File: config.mk
export PLATFORM = sky130hd
export DESIGN_NAME = rag_cell
export DESIGN_NICKNAME = d
export VERILOG_FILES = /design/src/sv/rag_pkg.sv /design/src/sv/rag_cell.sv
export SDC_FILE = /design/constraint.sdc
export NUM_CORES = 1
export LEC_CHECK = 0
export BUFFER_PORTS_ARGS = -buffer_cell sky130_fd_sc_hd__buf_2
export CAP_MARGIN = 20
export CORE_UTILIZATION = 50
export DETAILED_ROUTE_END_ITERATION = 6
export PLACE_DENSITY = 0.81
export SYNTH_ARGS = -nofsm -noshare
export SYNTH_HDL_FRONTEND = slang
export SYNTH_SLANG_ARGS = --single-unit
File: constraint.sdc
create_clock -name clock -period 5.6 [get_ports clock]
set_input_delay 0.56 -clock clock [delete_from_list [all_inputs] [get_ports clock]]
set_output_delay 0.56 -clock clock [all_outputs]
set_load 0.01 [all_outputs]
File: src/sv/rag_pkg.sv
`timescale 1ns / 1ps
package rag_pkg;

   localparam logic [31:0] ACL_MAGIC       = 32'h4353_4543;
   localparam logic [15:0] ACL_VERSION     = 16'd1;
   localparam logic [15:0] ACL_KIND_ACCESS = 16'd1;

   localparam logic CMD_DEFINE = 1'b0;
   localparam logic CMD_ACCESS = 1'b1;

   localparam logic [2:0] ST_OK        = 3'd0;
   localparam logic [2:0] ST_BAD_REQ   = 3'd1;
   localparam logic [2:0] ST_NOT_READY = 3'd2;
   localparam logic [2:0] ST_NO_REGION = 3'd3;
   localparam logic [2:0] ST_LIST_FULL = 3'd4;

   localparam logic CSR_TABLE_READY  = 1'b0;
   localparam logic CSR_SEARCH_LIMIT = 1'b1;

   typedef struct packed {
      logic define;
      logic grant;
      logic compare;
   } rag_ctl_type;

endpackage

File: src/sv/rag_cell.sv
`timescale 1ns / 1ps
module rag_cell
   import rag_pkg::*;
#(
   parameter int CW = 5
) (
   input  logic          clock,
   input  logic          reset,
   input  rag_ctl_type   ctl,
   input  logic          slot_sel,
   input  logic          enable,
   input  logic [63:0]   slot_start,
   input  logic [63:0]   slot_end,
   input  logic [63:0]   acc_off,
   input  logic [63:0]   acc_end,
   input  logic          hit_in,
   output logic          hit_out,
   output logic          sel,
   output logic [CW-1:0] count
);

   logic [63:0]   start_ff;
   logic [63:0]   end_ff;
   logic          hit_ff;
   logic          hit_in_c;
   logic [CW-1:0] count_ff;
   logic [CW-1:0] count_in;

   always_comb begin
      hit_in_c = hit_ff;
      if (ctl.compare) begin
         hit_in_c = enable && (acc_off >= start_ff) && (acc_end <= end_ff);
      end
      count_in = count_ff;
      if (ctl.define && slot_sel) begin
         count_in = '0;
      end else if (ctl.grant && sel) begin
         count_in = count_ff + CW'(1);
      end
   end

   always_ff @(posedge clock) begin
      if (reset) begin
         hit_ff   <= 1'b0;
         count_ff <= '0;
      end else begin
         hit_ff   <= hit_in_c;
         count_ff <= count_in;
      end
   end

   always_ff @(posedge clock) begin
      if (ctl.define && slot_sel) begin
         start_ff <= slot_start;
         end_ff   <= slot_end;
      end
   end

   assign hit_out = hit_in | hit_ff;
   assign sel     = hit_ff & ~hit_in;
   assign count   = count_ff;

endmodule

; ---- Word-level counts from Yosys, hierarchy flattened
; Index checks and enable logic that the tools add are counted.
[totals]
word_cells = 15
out_inout_bits = 7
ff_bits = 134
[op_classes]
reduce_logical = 5
n_bitwise = 3
n_lt_le_gt_ge = 2
add_sub_neg = 1
[ops]
columns = op, n
row1 = greater-or-equal comparator 64 bit, 1
row2 = <= comparator 64 bit, 1
row3 = adder 5 x 1 -> 5 bit (second input constant), 1
row4 = logical AND 1 bit, 4
row5 = OR reduction 2 bit, 1
row6 = bitwise AND 1 bit, 1
row7 = NOT 1 bit, 1
row8 = bitwise OR 1 bit, 1

; ---- Longest topological paths before layout
; Gate-level depths: netlist (run 1).
[logic_depth]
depth_word = 3
mapped_depth = 10
depth_no_buf = 10

; ---- Worst setup path after synthesis (run 1)
; No wires, ideal clock.
[synth_path]
path_type = input port to flip-flop
startpoint = in slot_sel
endpoint = reg count_ff[0] (netlist: count[0])
required_time_ps = 5480
cell_stages = 3
slack_ps = 1536
arrival_time_ps = 3944
n_path_buf = 0
cell_sequence = and2_1 -> or2_1 -> nor2_1
[synth_via]
elab_chain_len = 2
[synth_rtl]
columns = element, line
row1 = "start, declared", rag_cell.sv:10  ; input logic slot_sel,
row2 = logical AND 1 bit, rag_cell.sv:35  ; if (ctl.define && slot_sel) begin
row3 = OR reduction 2 bit (no line), --
row4 = "end signal, assigned", rag_cell.sv:48  ; count_ff <= count_in;
row5 = "end, declared", rag_cell.sv:26  ; logic [CW-1:0] count_ff;
; Every way passes these cells.
; A chain may end at the register's enable or synchronous reset.

; ---- Worst setup path in the final report (run 1)
[layout_path]
startpoint = reg start_ff[0]
endpoint = reg hit_ff
[layout_via]
elab_chain_len = 3
[layout_rtl]
columns = element, line
row1 = "start, declared", rag_cell.sv:22  ; logic [63:0] start_ff;
row2 = "start signal, assigned", rag_cell.sv:54  ; start_ff <= slot_start;
row3 = greater-or-equal comparator 64 bit, rag_cell.sv:32  ; hit_in_c = enable && (acc_off >= start_ff) && (acc_end <= end_ff);
row4 = logical AND 1 bit (2 in a row), rag_cell.sv:32
row5 = "end signal, assigned", rag_cell.sv:47  ; hit_ff <= hit_in_c;
row6 = "end, declared", rag_cell.sv:24  ; logic hit_ff;
; Every way passes these cells.

==> flow_summary.json, run 1 <==
{
  "status": "completed",
  "path_clk_slew_ns": 0.06,
  "root_buffer": "clkbuf_16",
  "first_pass_iters": 7,
  "r2r_slack_ns": 3.06,
  "fin_crit_sh": 0.453,
  "final_area_um2": 9520,
  "max_freq_mhz": 394,
  "relSlewSlack": 0.301,
  "synth_nets": 1006,
  "critPathRequiredTime_ns": 5.90,
  "viasPerCell": 5.04,
  "synth-main-ff-cell": "edfxtp_1",
  "holdBufCountCts": 0,
  "syn_area_per_cell_um2": 11.9,
  "grt_pass1_vias": 5881,
  "cp-start-kind": "flop",
  "ctsResizeCount": 0,
  "clkPwrFrac": 0.426,
  "power.share.switching": 0.236,
  "die_y_um": 123,
  "critPathArrivalTime_ns": 2.84,
  "drcViolationCount": 0,
  "yosysUniqueCellTypes": 45,
  "num_rows": 43,
  "synth_edf_count": 128,
  "ys_seq_area_frac": 0.542,
  "grt_setup_unrepaired": "false",
  "dp_hpwl_um": 13300,
  "drive_above_1_share": 0.343,
  "r2r_start": "start_ff[0]",
  "slew_violations": 0,
  "die-area_um2": 15100,
  "drt_iter0_drc": 213,
  "wl_per_cell_um": 15.3,
  "cts_sinks": 134,
  "antenna_found_initial": 3,
  "grt_overflow": 0,
  "endpoint_kind": "flop",
  "rr_endpoint": "hit_ff",
  "die_w_um": 123,
  "num_vias": 5541,
  "grt_pass1_wl_um": 25900,
  "async_reset_ff_frac": 0,
  "clockBufferDepth": 2,
  "p_leak_nw": 4.74,
  "wl_um": 16900,
  "min_to": "end_ff[35]",
  "period_minus_slack_ns": 2.54,
  "worst_pin_slew_ns": 1.05,
  "final_util": 0.675,
  "ys_ff_latch": 134,
  "maxCapViolations": 0,
  "peakVddDrop_uv": 229,
  "cts_buffers": 17,
  "core_area_um2": 14100,
  "portBuffers": 270,
  "critical_path_peak_fanout": 1,
  "place.gp.congestion": 0.819,
  "grt_use_total": 0.232,
  "synth-warning-count": 0,
  "cts_setup_buffers": 0,
  "layout.nets": 1295,
  "combPwrFrac": 0.131,
  "path_class": "reg -> reg",
  "fin_worst_skew_ns": 0.00783,
  "htreeDepth": 4,
  "powerDensity_nw_per_um2": 281,
  "seqPwrFrac": 0.443,
  "hold_start": "slot_end[35]",
  "intPower_mw": 2.04,
  "switching_power_mw": 0.633,
  "synth_area_um2": 7320,
  "hold_depth": 1,
  "grt_max_degree": 80,
  "pin_count": 271,
  "start_util": 0.519,
  "final_common_cell": "buf_2",
  "setup_viol": 0,
  "syn_inst": 613,
  "mostFrequentLayoutCells": "270 x buf_2, 132 x inv_1, 129 x ha_1",
  "r2r_cells": 9,
  "layout.cells.non_filler": 1100,
  "place_area_um2": 8900,
  "finalSetupTns_ns": 0,
  "final-hold-violation-count": 0,
  "ant_nets": 0,
  "finalPower_mw": 2.68,
  "clock_latency_ns": 0.42,
  "place_inst": 1063,
  "areaGrowthSynthToFinish_pct": 30.1,
  "min_path_type": "in -> reg",
  "cts_tree": "done"
}
## per-layer routing
layer  track usage  vias up  share of wire
met5             0        -              0
met4         0.125        0          0.036
met3        0.0627       41          0.065
met2         0.434      191           0.53
met1         0.231     2533           0.37
li1              -     2776              -
## worst max path at each step
stage	from	endpoint	cells past startpoint
floorplan	slot_sel	count[0]	3
global placement	acc_end[63]	hit_ff	10
detailed placement	acc_off[0]	hit_ff	11
CTS	start_ff[0]	hit_ff	9
global route	end_ff[63]	hit_ff	10
finish	start_ff[0]	hit_ff	9
## cell usage after synthesis (2+ instances only)
cell      number  area [um^2]
a211oi_1       5         37.5
xor2_1         3         26.3
o221ai_1       2         17.5
a21o_1        10         75.1
nand4_1       25          156
nand2b_1       2         12.5
dfxtp_1        6          120
edfxtp_1     128         3840
a21oi_1       51          255
nand3_1       10         50.1
inv_1        132          495
or2_2          2         12.5
nand2_1       34          128
o21ai_1        2         10.0
ha_1         129         1610
nor4_1         3         18.8
o21ai_0       16         80.1
nor2b_1        4         25.0
nor2_1        20         75.1
o211ai_1       2         15.0
and2_1         2         12.5
a221oi_1       2         17.5
## stage by stage
stage | hold slack [ns] | setup slack [ns]
2_1_floorplan | 0.544 | 1.54
3_3_place_gp | 0.499 | 2.87
3_5_place_dp | 0.523 | 2.75
4_1_cts | 0.297 | 3.04
5_1_grt | 0.289 | 2.95
6_report | 0.313 | 3.06
## cells by family (layout without fill, tap and decap cells)
kind of cell / count (synthesis) / count (layout) / share of synthesized area
DFF: 134 / 134 / 0.542
xor gates and xnor gates: 4 / 4 / 0.00479
adders and majority gates: 129 / 129 / 0.221
buffers and inverters: 133 / 435 / 0.0682
AOI/OAI and AO/OA: 100 / 100 / 0.0823
and+or+nand+nor: 112 / 112 / 0.0811
muxes: 1 / 1 / 0.00137
other: 0 / 5 / 0
## critical path, stage by stage, from the launching register on
cell and delay [ns]:
edfxtp_1 0.37, ha_1 0.29, nand2b_1 0.15, a21o_1 0.18, a211oi_2 0.20, o31ai_1 0.10
a211oi_1 0.37, o21ai_1 0.14, a221o_2 0.41, a31o_1 0.21
## registers in the layout (all words and copies together) (netlist names)
signal / count
count: 5
hit_ff: 1
end_ff: 64
start_ff: 64
## power by group through the flow
stage,logic (mW),registers [mW],clock network [mW]
5_1_grt,0.403,1.19,1.20
3_3_place_gp,0.328,1.20,0
3_5_place_dp,0.346,1.21,0
6_report,0.350,1.19,1.14
4_1_cts,0.355,1.19,1.15
2_1_floorplan,0.193,1.21,0
## area by class of cell
type / count / area, um^2
multi-input combinational: 346 / 2860
clock inverter: 15 / 179
tap: 180 / 225
fill: 1093 / 4580
clock buffer: 17 / 425
timing repair buffer: 271 / 1360
antenna: 5 / 12.5
sequential: 134 / 3960
inverter: 132 / 495
Power figures use the tool's default switching activity.
==> run 2, diff against run 1 <==
CORE_UTILIZATION = 45   (was 50)
PLACE_DENSITY = 0.77   (was 0.81)
clock period = 2.15 ns   (was 5.6 ns; I/O delays follow)
==> run 2 against run 1 <==
The run now ends with negative setup slack left. Non-clock buffer count rose by 150. Total power rose to 2.6 times the previous value. Global-route usage increased by 0.19 points. Sequential share of layout area fell by 5.8 points. Final cell count increased by 17%. Sequential power rose to 2.6 times the previous value. Critical path depth is 1 lower. Setup slack worse by 3.3 ns. Critical endpoint unchanged. Sequential cell count unchanged. Register-to-register slack got worse by 3.3 ns.
==> flow_summary.json, run 2 (same netlist as run 1, synthesis figures left out) <==
{
  "status": "complete, but fails checks",
  "failed_checks": "negative setup slack",
  "worst_slack_ns": -0.254,
  "ant_nets": 0,
  "r2r_cells": 8,
  "cp-start-kind": "flop",
  "antenna_found_initial": 5,
  "die_w_um": 130,
  "num_rows": 46,
  "worst_pin_slew_ns": 0.400,
  "start_util": 0.461,
  "areaGrowthSynthToFinish_pct": 51.1,
  "pin_count": 271,
  "final_common_cell": "buf_2",
  "setup_viol": 1,
  "clock_latency_ns": 0.41,
  "p_leak_nw": 5.39,
  "max_freq_mhz": 416,
  "grt_overflow": 0,
  "slew_violations": 0,
  "grt_use_total": 0.234,
  "portBuffers": 270,
  "clockBufferDepth": 2,
  "drcViolationCount": 0,
  "core_area_um2": 15900,
  "cts_buffers": 17,
  "dp_hpwl_um": 13300,
  "drt_iter0_drc": 190,
  "fin_worst_skew_ns": 0.00605,
  "num_vias": 6245,
  "grt_setup_unrepaired": "true",
  "critical_path_peak_fanout": 3,
  "layout.nets": 1445,
  "wl_per_cell_um": 15.2,
  "die-area_um2": 16800,
  "grt_pass1_vias": 6502,
  "mostFrequentLayoutCells": "270 x buf_2, 131 x inv_1, 128 x edfxtp_1, 128 x dlygate4sd3_1, 126 x ha_1",
  "maxCapViolations": 0,
  "period_minus_slack_ns": 2.40,
  "wl_um": 19500,
  "final-hold-violation-count": 0,
  "grt_max_degree": 73,
  "min_path_type": "in -> reg",
  "place_inst": 1120,
  "relSlewSlack": 0.734,
  "path_class": "reg -> reg",
  "powerDensity_nw_per_um2": 633,
  "viasPerCell": 4.85,
  "drive_above_1_share": 0.318,
  "peakVddDrop_uv": 482,
  "place.gp.congestion": 0.839,
  "grt_pass1_wl_um": 29400,
  "layout.cells.non_filler": 1287,
  "critPathArrivalTime_ns": 2.70,
  "endpoint_kind": "flop",
  "critPathRequiredTime_ns": 2.45,
  "path_clk_slew_ns": 0.06,
  "cts_sinks": 134,
  "first_pass_iters": 5,
  "root_buffer": "clkbuf_16",
  "fin_crit_sh": 1.12,
  "die_y_um": 130,
  "hold_depth": 3,
  "final_util": 0.696,
  "htreeDepth": 4,
  "cts_tree": "done"
}
run 2: cell count changes in the layout (fill, tap and decap cells not counted), sizes merged:
cell         delta
clkinv          -2
clkinvlp        -2
clkbuf          +9
buf            +22
inv             -2
dlygate4sd3   +128
bufinv          -3
diode           +1
run 2: timing repair:
| action | 4_1_cts | 5_1_grt |
|---|---|---|
| pin swaps | 9 | 3 |
| hold endpoints to repair | 128 | 0 |
| hold buffers | 128 | 0 |
| endpoints found under the setup margin | 1 | 1 |
| setup buffers | 0 | 1 |
| gates resized for setup | 4 | 5 |
run 2: critical path: stages (launching register included):
cell	delay (ns)
edfxtp_1	0.41
inv_2	0.09
ha_4	0.19
and4_1	0.21
a221o_1	0.38
a211oi_2	0.29
o21ai_1	0.13
a221o_2	0.37
a31o_1	0.22
run 2: final timing paths:
check / start / to / slack [ns]
setup / recovery: start_ff[22] / hit_ff / -0.25
hold / removal: ctl[0] / hit_ff / 0.21
setup reg to reg: start_ff[22] / hit_ff / -0.25
hold reg to reg: count[4] / count[4] / 0.54
run 2: area by class of cell:
type,instances,area (um^2)
Timing Repair Buffer,421,2830
Clock buffer,26,522
Inverter,132,495
Tap cell,216,270
Antenna cell,6,15.0
Clock inverter,6,38.8
Multi-Input combinational cell,346,2920
Fill cell,1108,4830
Sequential cell,134,3960
run 2: per-stage QoR:
step / hold WS, ns / setup WS, ns / power, mW / TNS, ns / instance area, um^2
after floorplan: 0.314 / 0.0241 / 3.64 / 0 / 7320
after global placement: 0.391 / -0.284 / 4.04 / -0.284 / 9130
after detailed placement: 0.393 / -0.337 / 4.09 / -0.337 / 9130
after CTS: 0.159 / -0.163 / 7.00 / -0.163 / 11000
after global routing: 0.201 / -0.331 / 7.31 / -0.331 / 11100
final: 0.205 / -0.254 / 7.00 / -0.254 / 11100
run 2: report_power, final:
group | switching, mW | total (mW) | internal [mW]
Clock | 1.05 | 2.72 | 1.67
Sequential | 0.0449 | 3.09 | 3.05
Combinational | 0.533 | 1.18 | 0.648
run 2: metal layers:
layer / GRT usage / share of wire
met5: 0 / 0.00067
met4: 0.143 / 0.044
met3: 0.0566 / 0.052
met2: 0.432 / 0.53
met1: 0.237 / 0.38
